`config.mk`:
```
export PLATFORM = sky130hd
export DESIGN_NAME = graph_bfs_dfs_traversal
export DESIGN_NICKNAME = d
export VERILOG_FILES = /design/src/hw/rtl/gtrav_pkg.sv /design/src/hw/rtl/graph_bfs_dfs_traversal.sv
export SDC_FILE = /design/constraint.sdc
export NUM_CORES = 1
export LEC_CHECK = 0
export BUFFER_PORTS_ARGS = -buffer_cell sky130_fd_sc_hd__buf_2
export CAP_MARGIN = 30
export CORE_UTILIZATION = 47
export CTS_CLUSTER_DIAMETER = 120
export CTS_CLUSTER_SIZE = 16
export DETAILED_ROUTE_END_ITERATION = 10
export PLACE_DENSITY_LB_ADDON = 0.1
export SLEW_MARGIN = 15
export SYNTH_ARGS = -nofsm -noshare
export SYNTH_HDL_FRONTEND = slang
export SYNTH_SLANG_ARGS = --single-unit
```
`constraint.sdc`:
```
create_clock -name aclk -period 5 [get_ports aclk]
set_input_delay 0.25 -clock aclk [delete_from_list [all_inputs] [get_ports aclk]]
set_output_delay 0.25 -clock aclk [all_outputs]
set_load 0.01 [all_outputs]
```
`src/hw/rtl/gtrav_pkg.sv`:
```
// ----------------------------------------------------------------------------
// Graph traversal package
// Shared sizes, command codes and controller states of the graph traversal
// block.
// ----------------------------------------------------------------------------
package gtrav_pkg;

    localparam int MAX_NODES = 16;
    localparam int NODE_W    = $clog2(MAX_NODES);
    localparam int COUNT_W   = $clog2(MAX_NODES + 1);

    typedef logic [NODE_W-1:0]    node_t;
    typedef logic [COUNT_W-1:0]   count_t;
    typedef logic [MAX_NODES-1:0] row_t;

    typedef enum logic [1:0] {
        CMD_ADD_EDGE = 2'd0,
        CMD_BFS      = 2'd1,
        CMD_DFS      = 2'd2
    } cmd_t;

    typedef enum logic [11:0] {
        ST_IDLE    = 12'b0000_0000_0001,
        ST_E_RD1   = 12'b0000_0000_0010,
        ST_E_WR1   = 12'b0000_0000_0100,
        ST_E_RD2   = 12'b0000_0000_1000,
        ST_E_WR2   = 12'b0000_0001_0000,
        ST_B_QADDR = 12'b0000_0010_0000,
        ST_B_QDATA = 12'b0000_0100_0000,
        ST_B_SCAN  = 12'b0000_1000_0000,
        ST_D_READ  = 12'b0001_0000_0000,
        ST_D_SCAN  = 12'b0010_0000_0000,
        ST_D_POP   = 12'b0100_0000_0000,
        ST_FLUSH   = 12'b1000_0000_0000
    } state_t;

endpackage

```
`src/hw/rtl/graph_bfs_dfs_traversal.sv`:
```
// ----------------------------------------------------------------------------
// Graph traversal block
// Breadth-first and depth-first search over a bit adjacency matrix kept in
// a synchronous memory, with the queue and the stack sharing a second one.
// ----------------------------------------------------------------------------
// Usage:
// The s_ channel carries one command transaction at a time. An add-edge
// transaction sets one or two adjacency bits and gives no result, with one
// read and one write of the row memory per bit. A traversal transaction
// emits the visited nodes on the m_ channel in visit order, with m_last on
// the final one. Both memories are read synchronously, and the
// breadth-first scan queues one neighbour per cycle. s_ready is high only
// while the controller is idle. When the receiver stalls, the output
// register holds its transaction and the traversal pauses at its next
// visit until the register frees. The cfg_ channel writes node_count and
// is always ready. Reset clears all edges, sets node_count to 16 and
// empties the output.
// ----------------------------------------------------------------------------
module graph_bfs_dfs_traversal (
    input  logic       aclk,
    input  logic       aresetn,
    input  logic       s_valid,
    output logic       s_ready,
    input  logic [1:0] s_command,
    input  logic [3:0] s_from_node,
    input  logic [3:0] s_to_node,
    input  logic       s_directed,
    input  logic [3:0] s_start_node,
    output logic       m_valid,
    input  logic       m_ready,
    output logic [3:0] m_visited_node,
    output logic       m_last,
    input  logic       cfg_valid,
    output logic       cfg_ready,
    input  logic [4:0] cfg_data
);

    gtrav_pkg::state_t state_reg, state_next;
    gtrav_pkg::count_t node_count_reg;

    gtrav_pkg::row_t   adj_mem [gtrav_pkg::MAX_NODES];
    gtrav_pkg::row_t   adj_rdata_reg;
    logic              adj_rvalid_reg;
    gtrav_pkg::row_t   row_valid_reg;
    logic              adj_rd_en, adj_wr_en;
    gtrav_pkg::node_t  adj_rd_addr, adj_wr_addr;
    gtrav_pkg::row_t   adj_wr_data;
    gtrav_pkg::row_t   row_eff;

    gtrav_pkg::node_t  wk_mem [gtrav_pkg::MAX_NODES];
    gtrav_pkg::node_t  wk_rdata_reg;
    logic              wk_rd_en, wk_wr_en;
    gtrav_pkg::node_t  wk_rd_addr, wk_wr_addr, wk_wr_data;

    gtrav_pkg::node_t  from_reg, from_next;
    gtrav_pkg::node_t  to_reg, to_next;
    logic              directed_reg, directed_next;
    gtrav_pkg::row_t   marks_reg, marks_next;
    gtrav_pkg::count_t head_reg, head_next;
    gtrav_pkg::count_t tail_reg, tail_next;
    gtrav_pkg::count_t depth_reg, depth_next;
    gtrav_pkg::node_t  top_reg, top_next;

    logic              pend_valid_reg, pend_valid_next;
    gtrav_pkg::node_t  pend_node_reg, pend_node_next;
    logic              m_valid_reg, m_valid_next;
    gtrav_pkg::node_t  m_node_reg, m_node_next;
    logic              m_last_reg, m_last_next;

    gtrav_pkg::count_t n_act;
    gtrav_pkg::row_t   node_mask;
    gtrav_pkg::row_t   cand;
    gtrav_pkg::node_t  low_node;
    logic              emit_req, emit_ok, out_free;
    gtrav_pkg::node_t  emit_node;

    function automatic gtrav_pkg::node_t lowest_set(input gtrav_pkg::row_t v);
        gtrav_pkg::node_t r;
        r = '0;
        for (int i = gtrav_pkg::MAX_NODES - 1; i >= 0; i--) begin
            if (v[i]) begin
                r = gtrav_pkg::NODE_W'(i);
            end
        end
        return r;
    endfunction

    function automatic gtrav_pkg::row_t node_bit(input gtrav_pkg::node_t v);
        return gtrav_pkg::row_t'(1) << v;
    endfunction

    assign s_ready        = (state_reg == gtrav_pkg::ST_IDLE);
    assign cfg_ready      = 1'b1;
    assign m_valid        = m_valid_reg;
    assign m_visited_node = m_node_reg;
    assign m_last         = m_last_reg;

    assign n_act = (node_count_reg > gtrav_pkg::COUNT_W'(gtrav_pkg::MAX_NODES))
                   ? gtrav_pkg::COUNT_W'(gtrav_pkg::MAX_NODES) : node_count_reg;

    always_comb begin
        for (int i = 0; i < gtrav_pkg::MAX_NODES; i++) begin
            node_mask[i] = (gtrav_pkg::COUNT_W'(i) < n_act);
        end
    end

    assign row_eff  = adj_rvalid_reg ? adj_rdata_reg : '0;
    assign cand     = row_eff & ~marks_reg & node_mask;
    assign low_node = lowest_set(cand);
    assign out_free = !m_valid_reg || m_ready;
    assign emit_ok  = !pend_valid_reg || out_free;

    // Row memory with per-row valid bits that reset clears.
    always_ff @(posedge aclk) begin
        if (adj_wr_en) begin
            adj_mem[adj_wr_addr] <= adj_wr_data;
        end
        if (adj_rd_en) begin
            adj_rdata_reg  <= adj_mem[adj_rd_addr];
            adj_rvalid_reg <= row_valid_reg[adj_rd_addr];
        end
    end

    // Queue and stack memory, shared because one traversal runs at a time.
    always_ff @(posedge aclk) begin
        if (wk_wr_en) begin
            wk_mem[wk_wr_addr] <= wk_wr_data;
        end
        if (wk_rd_en) begin
            wk_rdata_reg <= wk_mem[wk_rd_addr];
        end
    end

    always_comb begin
        state_next      = state_reg;
        from_next       = from_reg;
        to_next         = to_reg;
        directed_next   = directed_reg;
        marks_next      = marks_reg;
        head_next       = head_reg;
        tail_next       = tail_reg;
        depth_next      = depth_reg;
        top_next        = top_reg;
        pend_valid_next = pend_valid_reg;
        pend_node_next  = pend_node_reg;
        m_valid_next    = m_valid_reg && !m_ready;
        m_node_next     = m_node_reg;
        m_last_next     = m_last_reg;
        adj_rd_en       = 1'b0;
        adj_rd_addr     = '0;
        adj_wr_en       = 1'b0;
        adj_wr_addr     = '0;
        adj_wr_data     = '0;
        wk_rd_en        = 1'b0;
        wk_rd_addr      = '0;
        wk_wr_en        = 1'b0;
        wk_wr_addr      = '0;
        wk_wr_data      = '0;
        emit_req        = 1'b0;
        emit_node       = '0;

        unique case (state_reg)
            gtrav_pkg::ST_IDLE: begin
                if (s_valid) begin
                    from_next     = s_from_node;
                    to_next       = s_to_node;
                    directed_next = s_directed;
                    unique case (gtrav_pkg::cmd_t'(s_command))
                        gtrav_pkg::CMD_ADD_EDGE: begin
                            if ({1'b0, s_from_node} < n_act && {1'b0, s_to_node} < n_act) begin
                                state_next = gtrav_pkg::ST_E_RD1;
                            end
                        end
                        gtrav_pkg::CMD_BFS: begin
                            if ({1'b0, s_start_node} < n_act) begin
                                marks_next = node_bit(s_start_node);
                                wk_wr_en   = 1'b1;
                                wk_wr_addr = '0;
                                wk_wr_data = s_start_node;
                                head_next  = '0;
                                tail_next  = gtrav_pkg::COUNT_W'(1);
                                state_next = gtrav_pkg::ST_B_QADDR;
                            end
                        end
                        gtrav_pkg::CMD_DFS: begin
                            if ({1'b0, s_start_node} < n_act) begin
                                marks_next = node_bit(s_start_node);
                                emit_req   = 1'b1;
                                emit_node  = s_start_node;
                                top_next   = s_start_node;
                                depth_next = gtrav_pkg::COUNT_W'(1);
                                state_next = gtrav_pkg::ST_D_READ;
                            end
                        end
                        default: begin
                        end
                    endcase
                end
            end
            gtrav_pkg::ST_E_RD1: begin
                adj_rd_en   = 1'b1;
                adj_rd_addr = from_reg;
                state_next  = gtrav_pkg::ST_E_WR1;
            end
            gtrav_pkg::ST_E_WR1: begin
                adj_wr_en   = 1'b1;
                adj_wr_addr = from_reg;
                adj_wr_data = row_eff | node_bit(to_reg);
                state_next  = directed_reg ? gtrav_pkg::ST_IDLE : gtrav_pkg::ST_E_RD2;
            end
            gtrav_pkg::ST_E_RD2: begin
                adj_rd_en   = 1'b1;
                adj_rd_addr = to_reg;
                state_next  = gtrav_pkg::ST_E_WR2;
            end
            gtrav_pkg::ST_E_WR2: begin
                adj_wr_en   = 1'b1;
                adj_wr_addr = to_reg;
                adj_wr_data = row_eff | node_bit(from_reg);
                state_next  = gtrav_pkg::ST_IDLE;
            end
            gtrav_pkg::ST_B_QADDR: begin
                if (head_reg == tail_reg) begin
                    state_next = gtrav_pkg::ST_FLUSH;
                end else begin
                    wk_rd_en   = 1'b1;
                    wk_rd_addr = head_reg[gtrav_pkg::NODE_W-1:0];
                    head_next  = head_reg + gtrav_pkg::COUNT_W'(1);
                    state_next = gtrav_pkg::ST_B_QDATA;
                end
            end
            gtrav_pkg::ST_B_QDATA: begin
                emit_req  = 1'b1;
                emit_node = wk_rdata_reg;
                if (emit_ok) begin
                    adj_rd_en   = 1'b1;
                    adj_rd_addr = wk_rdata_reg;
                    state_next  = gtrav_pkg::ST_B_SCAN;
                end
            end
            gtrav_pkg::ST_B_SCAN: begin
                if (cand == '0) begin
                    state_next = gtrav_pkg::ST_B_QADDR;
                end else begin
                    wk_wr_en   = 1'b1;
                    wk_wr_addr = tail_reg[gtrav_pkg::NODE_W-1:0];
                    wk_wr_data = low_node;
                    tail_next  = tail_reg + gtrav_pkg::COUNT_W'(1);
                    marks_next = marks_reg | node_bit(low_node);
                end
            end
            gtrav_pkg::ST_D_READ: begin
                adj_rd_en   = 1'b1;
                adj_rd_addr = top_reg;
                state_next  = gtrav_pkg::ST_D_SCAN;
            end
            gtrav_pkg::ST_D_SCAN: begin
                if (cand != '0) begin
                    emit_req  = 1'b1;
                    emit_node = low_node;
                    if (emit_ok) begin
                        wk_wr_en   = 1'b1;
                        wk_wr_addr = depth_reg[gtrav_pkg::NODE_W-1:0] - gtrav_pkg::NODE_W'(1);
                        wk_wr_data = top_reg;
                        depth_next = depth_reg + gtrav_pkg::COUNT_W'(1);
                        top_next   = low_node;
                        marks_next = marks_reg | node_bit(low_node);
                        state_next = gtrav_pkg::ST_D_READ;
                    end
                end else begin
                    depth_next = depth_reg - gtrav_pkg::COUNT_W'(1);
                    if (depth_reg == gtrav_pkg::COUNT_W'(1)) begin
                        state_next = gtrav_pkg::ST_FLUSH;
                    end else begin
                        wk_rd_en   = 1'b1;
                        wk_rd_addr = depth_reg[gtrav_pkg::NODE_W-1:0] - gtrav_pkg::NODE_W'(2);
                        state_next = gtrav_pkg::ST_D_POP;
                    end
                end
            end
            gtrav_pkg::ST_D_POP: begin
                top_next   = wk_rdata_reg;
                state_next = gtrav_pkg::ST_D_READ;
            end
            gtrav_pkg::ST_FLUSH: begin
                if (!pend_valid_reg) begin
                    state_next = gtrav_pkg::ST_IDLE;
                end else if (out_free) begin
                    m_valid_next    = 1'b1;
                    m_node_next     = pend_node_reg;
                    m_last_next     = 1'b1;
                    pend_valid_next = 1'b0;
                    state_next      = gtrav_pkg::ST_IDLE;
                end
            end
            default: begin
                state_next = gtrav_pkg::ST_IDLE;
            end
        endcase

        // A visited node waits in the pending register until the next visit
        // or the end of the traversal decides its last flag.
        if (emit_req && emit_ok) begin
            if (pend_valid_reg) begin
                m_valid_next = 1'b1;
                m_node_next  = pend_node_reg;
                m_last_next  = 1'b0;
            end
            pend_valid_next = 1'b1;
            pend_node_next  = emit_node;
        end
    end

    always_ff @(posedge aclk) begin
        if (!aresetn) begin
            state_reg      <= gtrav_pkg::ST_IDLE;
            node_count_reg <= gtrav_pkg::COUNT_W'(gtrav_pkg::MAX_NODES);
            row_valid_reg  <= '0;
            pend_valid_reg <= 1'b0;
            m_valid_reg    <= 1'b0;
        end else begin
            state_reg      <= state_next;
            pend_valid_reg <= pend_valid_next;
            m_valid_reg    <= m_valid_next;
            if (cfg_valid) begin
                node_count_reg <= cfg_data;
            end
            if (adj_wr_en) begin
                row_valid_reg[adj_wr_addr] <= 1'b1;
            end
        end
    end

    always_ff @(posedge aclk) begin
        from_reg      <= from_next;
        to_reg        <= to_next;
        directed_reg  <= directed_next;
        marks_reg     <= marks_next;
        head_reg      <= head_next;
        tail_reg      <= tail_next;
        depth_reg     <= depth_next;
        top_reg       <= top_next;
        pend_node_reg <= pend_node_next;
        m_node_reg    <= m_node_next;
        m_last_reg    <= m_last_next;
    end

endmodule

```
* Word-level counts from Yosys, hierarchy flattened *
Memory sizes are Yosys's and may differ from the RTL's. A register that Yosys moved wholly into a read port is not among the register bits.
Cells that the tools add are included.
W data, S select, Z words.

word-level totals
  input bits = 25
  memory bits (writable) = 320
  memories kept = 2
  bits in registers = 89
  output and inout bits = 8
  word-level logic and storage cells = 248

operators by class
  $add $sub $neg = 6
  bitwise operators = 7
  muxes and demuxes = 128
  equality and inequality tests = 33
  shift operators = 4
  magnitude comparators = 23
  reduce and logical (&&, ||, !) cells = 28

memory list
  memory   words  bits a word  read ports  clocked after memory_dff  wr ports  RTL line                       source
  adj_mem  16     16           1           1                         1         graph_bfs_dfs_traversal.sv:41  gtrav_pkg::row_t adj_mem [gtrav_pkg::MAX_NODES];
  wk_mem   16     4            1           1                         1         graph_bfs_dfs_traversal.sv:50  gtrav_pkg::node_t wk_mem [gtrav_pkg::MAX_NODES];

operators with widths
  cell                    count
  $mux W4                 43
  $mux W12                12
  $pmux W12 S11           1
  $mux W16                7
  $mux W5                 13
  $or A16 B16 Y16         4
  $shl A1 B4 Y16 const A  4
  $pmux W16 S3            1
  $lt A4 B5 Y1 const A    8
  $pmux W12 S3            1
  $pmux W4 S3             3
  $mux W1                 33
  $and A16 B16 Y16        2
  $pmux W16 S2            1
  $pmux W5 S2             3
  $pmux W4 S2             3
  $lt A3 B5 Y1 const A    4
  $logic_not A16 Y1       1
  $ne A2 B2 Y1 const B    8
  $not A16 Y16            1
  $pmux W4 S4             1
  $reduce_bool A16 Y1     1
  $add A5 B1 Y5 const B   3
  $lt A4 B5 Y1            3
  44 further kinds        68

* Longest topological paths before layout *
  depth after elaboration = 25
  mapped depth = 13
  depth with buffers taken out = 10

* Worst setup path before layout *
No wires, ideal clock.

  path kind = reg-to-reg
  from = register node_count_reg[4]
  to = register marks_reg[0] (enable)
  data arrival time = 4.639 ns
  setup slack = -0.116 ns
  stages on the path, launching flop included = 11
  library setup time = 0.478 ns
  path buffers = 2
  required time = 4.522 ns
  cell sequence = dfxtp_1 > buf_6 > clkbuf_1 > or3b_2 > a21o_1 > a21o_1 > a21oi_1 > o21ai_0 > nand2_1 > nand2_1 > a2111oi_0

between the ends
  cells in the longest elaborated chain, start to end = 7
  elaborated cells on any way between the ends = 26

ends and longest elaborated chain
  what                                                             RTL line                                                        source
  start, declared                                                  graph_bfs_dfs_traversal.sv:39                                   gtrav_pkg::count_t node_count_reg;
  start signal, assigned                                           graph_bfs_dfs_traversal.sv:317                                  node_count_reg <= gtrav_pkg::COUNT_W'(gtrav_pkg::MAX_NODES);
  start signal, assigned                                           graph_bfs_dfs_traversal.sv:326                                  node_count_reg <= cfg_data;
  $gt A5 B5 Y1                                                     graph_bfs_dfs_traversal.sv:98                                   assign n_act = (node_count_reg > gtrav_pkg::COUNT_W'(gtrav_pkg::MAX_NODES))
  $mux W5 *                                                        graph_bfs_dfs_traversal.sv:99                                   ? gtrav_pkg::COUNT_W'(gtrav_pkg::MAX_NODES) : node_count_reg;
  $lt A1 B5 Y1, or another cell as far along                       graph_bfs_dfs_traversal.sv:103                                  node_mask[i] = (gtrav_pkg::COUNT_W'(i) < n_act);
  $and A16 B16 Y16                                                 graph_bfs_dfs_traversal.sv:108                                  assign cand = row_eff & ~marks_reg & node_mask;
  $reduce_bool A16 Y1 / $logic_not A16 Y1 (equally long branches)  graph_bfs_dfs_traversal.sv:258, graph_bfs_dfs_traversal.sv:242
  $ne A2 B2 Y1 (no source line)                                    n/a
  $reduce_and A7 Y1 (no source line) *                             n/a
  end signal, assigned                                             graph_bfs_dfs_traversal.sv:338                                  marks_reg <= marks_next;
  end, declared                                                    graph_bfs_dfs_traversal.sv:58                                   gtrav_pkg::row_t marks_reg, marks_next;

Mark *: on every way between the ends. The rest lies on a longest branch, timed or not.
A chain may end at the register's enable or synchronous reset.

* Final worst setup path *
  from = register node_count_reg[4]
  to = memory wk_mem[10][3] (netlist name) (enable)

between the ends
  cells in the longest elaborated chain, start to end = 9
  elaborated cells on any way between the ends = 33

ends and longest elaborated chain
  what                                                RTL line                                                                                        source
  $gt A5 B5 Y1                                        graph_bfs_dfs_traversal.sv:98
  $mux W5 *                                           graph_bfs_dfs_traversal.sv:99
  $lt A1 B5 Y1, or another cell as far along          graph_bfs_dfs_traversal.sv:103
  $and A16 B16 Y16 / $mux W1 (equally long branches)  graph_bfs_dfs_traversal.sv:108, graph_bfs_dfs_traversal.sv:175
  $reduce_bool A16 Y1, or another cell as far along   graph_bfs_dfs_traversal.sv:258                                                                  if (cand != '0) begin
  $mux W1, on equally long branches                   graph_bfs_dfs_traversal.sv:258, graph_bfs_dfs_traversal.sv:164, graph_bfs_dfs_traversal.sv:242
  $pmux W1 S3                                         graph_bfs_dfs_traversal.sv:162                                                                  unique case (state_reg)
  $mux W1                                             graph_bfs_dfs_traversal.sv:126                                                                  if (wk_wr_en) begin
  $mux W1 (not written as such)                       graph_bfs_dfs_traversal.sv:127                                                                  wk_mem[wk_wr_addr] <= wk_wr_data;
  end, declared                                       graph_bfs_dfs_traversal.sv:50

Marked as above.

==> out/metrics.csv <==
stage;metric;value;unit
synthesis;top-area cell type share of the netlist area;0.609;
synthesis;Synth Warn #;0;
die;Die X;205;microns
clock_tree;clk slew on worst S/H paths;0.08;ns
synthesis;asr flop ratio synth;0;
sta;part of the cycle the worst path needs;0.793;
synthesis;commonest cells in the netlist;edfxtp_1 (394), nand2_1 (265), nor2_1 (102);
route;# DRC;0;
sta;Worst-Margin Slew;0.992;ns
clock_tree;Num CTS Buffers;30;
critical_path;CP max FO;22;
sta;RSZ-0062 raised after global routing;no;
critical_path;Worst Reg-to-Reg Cells;8;
run;Max Cap Viol;0;
grt;initial antenna violation count;0;
synthesis;FF+latch count, synth;429;
min_path;class of the worst hold path;in2reg;
sta;fmax;252;MHz
synthesis;Synth Cell Area;0.0194;sq mm
route;Detailed Routing Iterations Pass 1;5;
critical_path;worst path required time;5.26;ns
power;post-layout power;7.74;mW
sta;final setup violation count;0;
clock_tree;Clock H-tree levels;1;
power;Leakage;6.97;nW
synthesis;Post-synth EDFFs;394;
clock_tree;root buf cell;clkbuf_16;
critical_path;WP data arrival;4.23;ns
route;antenna viol nets, final;0;
synthesis;synthesized area per cell;12.4;sq um
sta;setup_tns;0;ns
synthesis;most frequent cell after synthesis;edfxtp_1;
synthesis;Synth Net Count;1611;
place;GPL Wtd Cong;0.918;
route;vias per cell;6.10;
critical_path;critical setup path kind;reg2reg;
sta;Rel. slew slack;0.334;
route;detailed-route wire length;51.5;mm
place;Post-DP Area;0.0204;sq mm
sta;Max Slew Vio Count;0;
sta;final setup skew;0.0195;ns
final_layout;register bank with the most flops;adj_mem;
die;# rows;74;
route;initial detailed-routing violation count;1326;
clock_tree;Clock Tree Buf Depth;3;
final_layout;# fillers;3463;
place;number of port buffers;31;
route;WL/cell;23.8;microns
final_layout;Antenna Cells;0;
min_path;Worst Hold Depth;3;
final_layout;P&R area growth vs syn;10.4;%
critical_path;Startpoint Class;register;
grt;number of global-route vias before repair;12700;
synthesis;register area share after synthesis;0.645;
grt;total global-route track usage;0.248;
synthesis;Syn Inst Count;1565;
sta;Hold Fails Final Rpt;0;
synthesis;largest cells by area after synthesis;edfxtp_1 (61%), nand2_1 (5.1%), dfxtp_1 (3.6%), mux2i_1 (2.5%), a221oi_1 (2.4%);
clock_tree;Worst-Skew Late Latency;0.60;ns
final_layout;Final Net Count;1656;
die;initial core utilization;0.476;
clock_tree;Post-CTS Setup Repair Bufs;0;
grt;largest net degree at the start of global routing;42;
critical_path;Worst Setup End Kind;register;
outcome;status;finished, final reports clean;
final_layout;Final Core Density;0.525;
grt;total grt overflow;0;
place;Final HPWL DP;34.7;mm
clock_tree;CTS tree;done;
route;vias post-DR;13200;
power;PwrDens;361;mW/mm^2
final_layout;max reg flops;256;
synthesis;Synth cell types;85;
grt;first-pass GRT wire length;78.1;mm
die;CORE AREA;0.0408;sq mm
final_layout;post-route cell area;0.0214;sq mm
synthesis;Synth Flop Type;edfxtp_1;
die;num ports;33;
clock_tree;clock sinks;429;
place;Post-Place Cells;2093;
synthesis;leading area contributor after synthesis;edfxtp_1;
die;die span in y;205;microns
die;die area;0.0421;sq mm
final_layout;largest registers;adj_mem (256), wk_mem (64);
power;Peak VDD IR;0.302;mV
sta;Period minus WS final;3.97;ns
final_layout;layout cells sized above 1;0.133;
final_layout;Final Non-Filler Cells;2166;
## critical path, stage by stage (launching register included)
cell	delay (ns)
dfxtp_1	0.87
inv_1	0.30
a211oi_1	0.46
a211o_2	0.25
nor3_2	0.12
nor2_1	0.73
a32oi_1	0.21
or2_2	0.37
nor2_1	0.30
## metal layers
metal | track usage | vias up | share of wire
li1 | - | 6094 | -
met1 | 0.349 | 6511 | 0.44
met2 | 0.396 | 510 | 0.47
met3 | 0.0274 | 96 | 0.063
met4 | 0.0907 | 0 | 0.032
met5 | 0 | - | 0
## worst paths after layout
path | from | endpoint | slack (ns)
worst max-delay path | node_count_reg[4] | wk_mem[10][3] | 1.03
worst min-delay path | cfg_valid | node_count_reg[0] | 0.07
worst max register to register | node_count_reg[4] | wk_mem[10][3] | 1.03
worst min register to register | row_valid_reg[9] | row_valid_reg[9] | 0.47
## metrics by stage
| stage | worst slack [ns] | hold slack, ns |
|---|---|---|
| floorplan | 0.643 | 0.349 |
| global placement | 1.22 | 0.446 |
| detailed placement | 1.11 | 0.448 |
| CTS | 1.09 | 0.0396 |
| global route | 0.706 | 0.0852 |
| finish | 1.03 | 0.0707 |
## final cells by class
cell class | count | area (sq um) | share of cell area
flip-flops and latches | 429 | 12500 | 0.584
multi-input cells | 1030 | 6510 | 0.304
clock buffers | 54 | 841 | 0.0392
repair buffers | 104 | 813 | 0.0379
well taps | 532 | 666 | 0.0310
inverters | 15 | 56.3 | 0.00263
clock inverters | 2 | 21.3 | 0.000992
## power by group
| group | internal [mW] | switching (mW) | total, mW |
|---|---|---|---|
| registers | 4.07 | 0.231 | 4.30 |
| logic | 0.373 | 0.737 | 1.11 |
| clock network | 1.13 | 1.20 | 2.33 |
| total | 5.58 | 2.16 | 7.74 |
## cells in the final DEF, fill, tap and decap left out, types with 19 or more instances in the layout
cell / synthesis / final
a21oi_1: 40 / 38
a221oi_1: 54 / 53
a22oi_1: 21 / 21
a31o_2: 34 / 34
a32oi_1: 23 / 23
buf_2: 10 / 31
buf_4: 2 / 49
clkbuf_1: 68 / 24
clkbuf_16: 0 / 30
dfxtp_1: 35 / 35
edfxtp_1: 394 / 394
ha_1: 21 / 21
mux2i_1: 49 / 49
nand2_1: 265 / 264
nand2b_1: 19 / 19
nand3_1: 82 / 82
nor2_1: 102 / 86
o21a_1: 22 / 22
o21ai_0: 48 / 46
o22ai_1: 19 / 19
## timing repair
item,in CTS,in global routing
endpoints found under the setup margin,0,0
resized for setup,0,0
hold endpoints to repair,15,0
hold buffers,16,0
## logic make-up (layout without fill, tap and decap cells)
group / Yosys count / count (layout) / synth area share
buf+inv: 106 / 175 / 0.0247
mux: 54 / 54 / 0.0284
other cells: 1 / 1 / 0.000193
simple gates: 592 / 592 / 0.145
fa+ha+maj: 21 / 21 / 0.0135
flops: 429 / 429 / 0.645
compound gates: 343 / 343 / 0.134
xor+xnor: 19 / 19 / 0.00857
(Power assumes the default switching activity.)
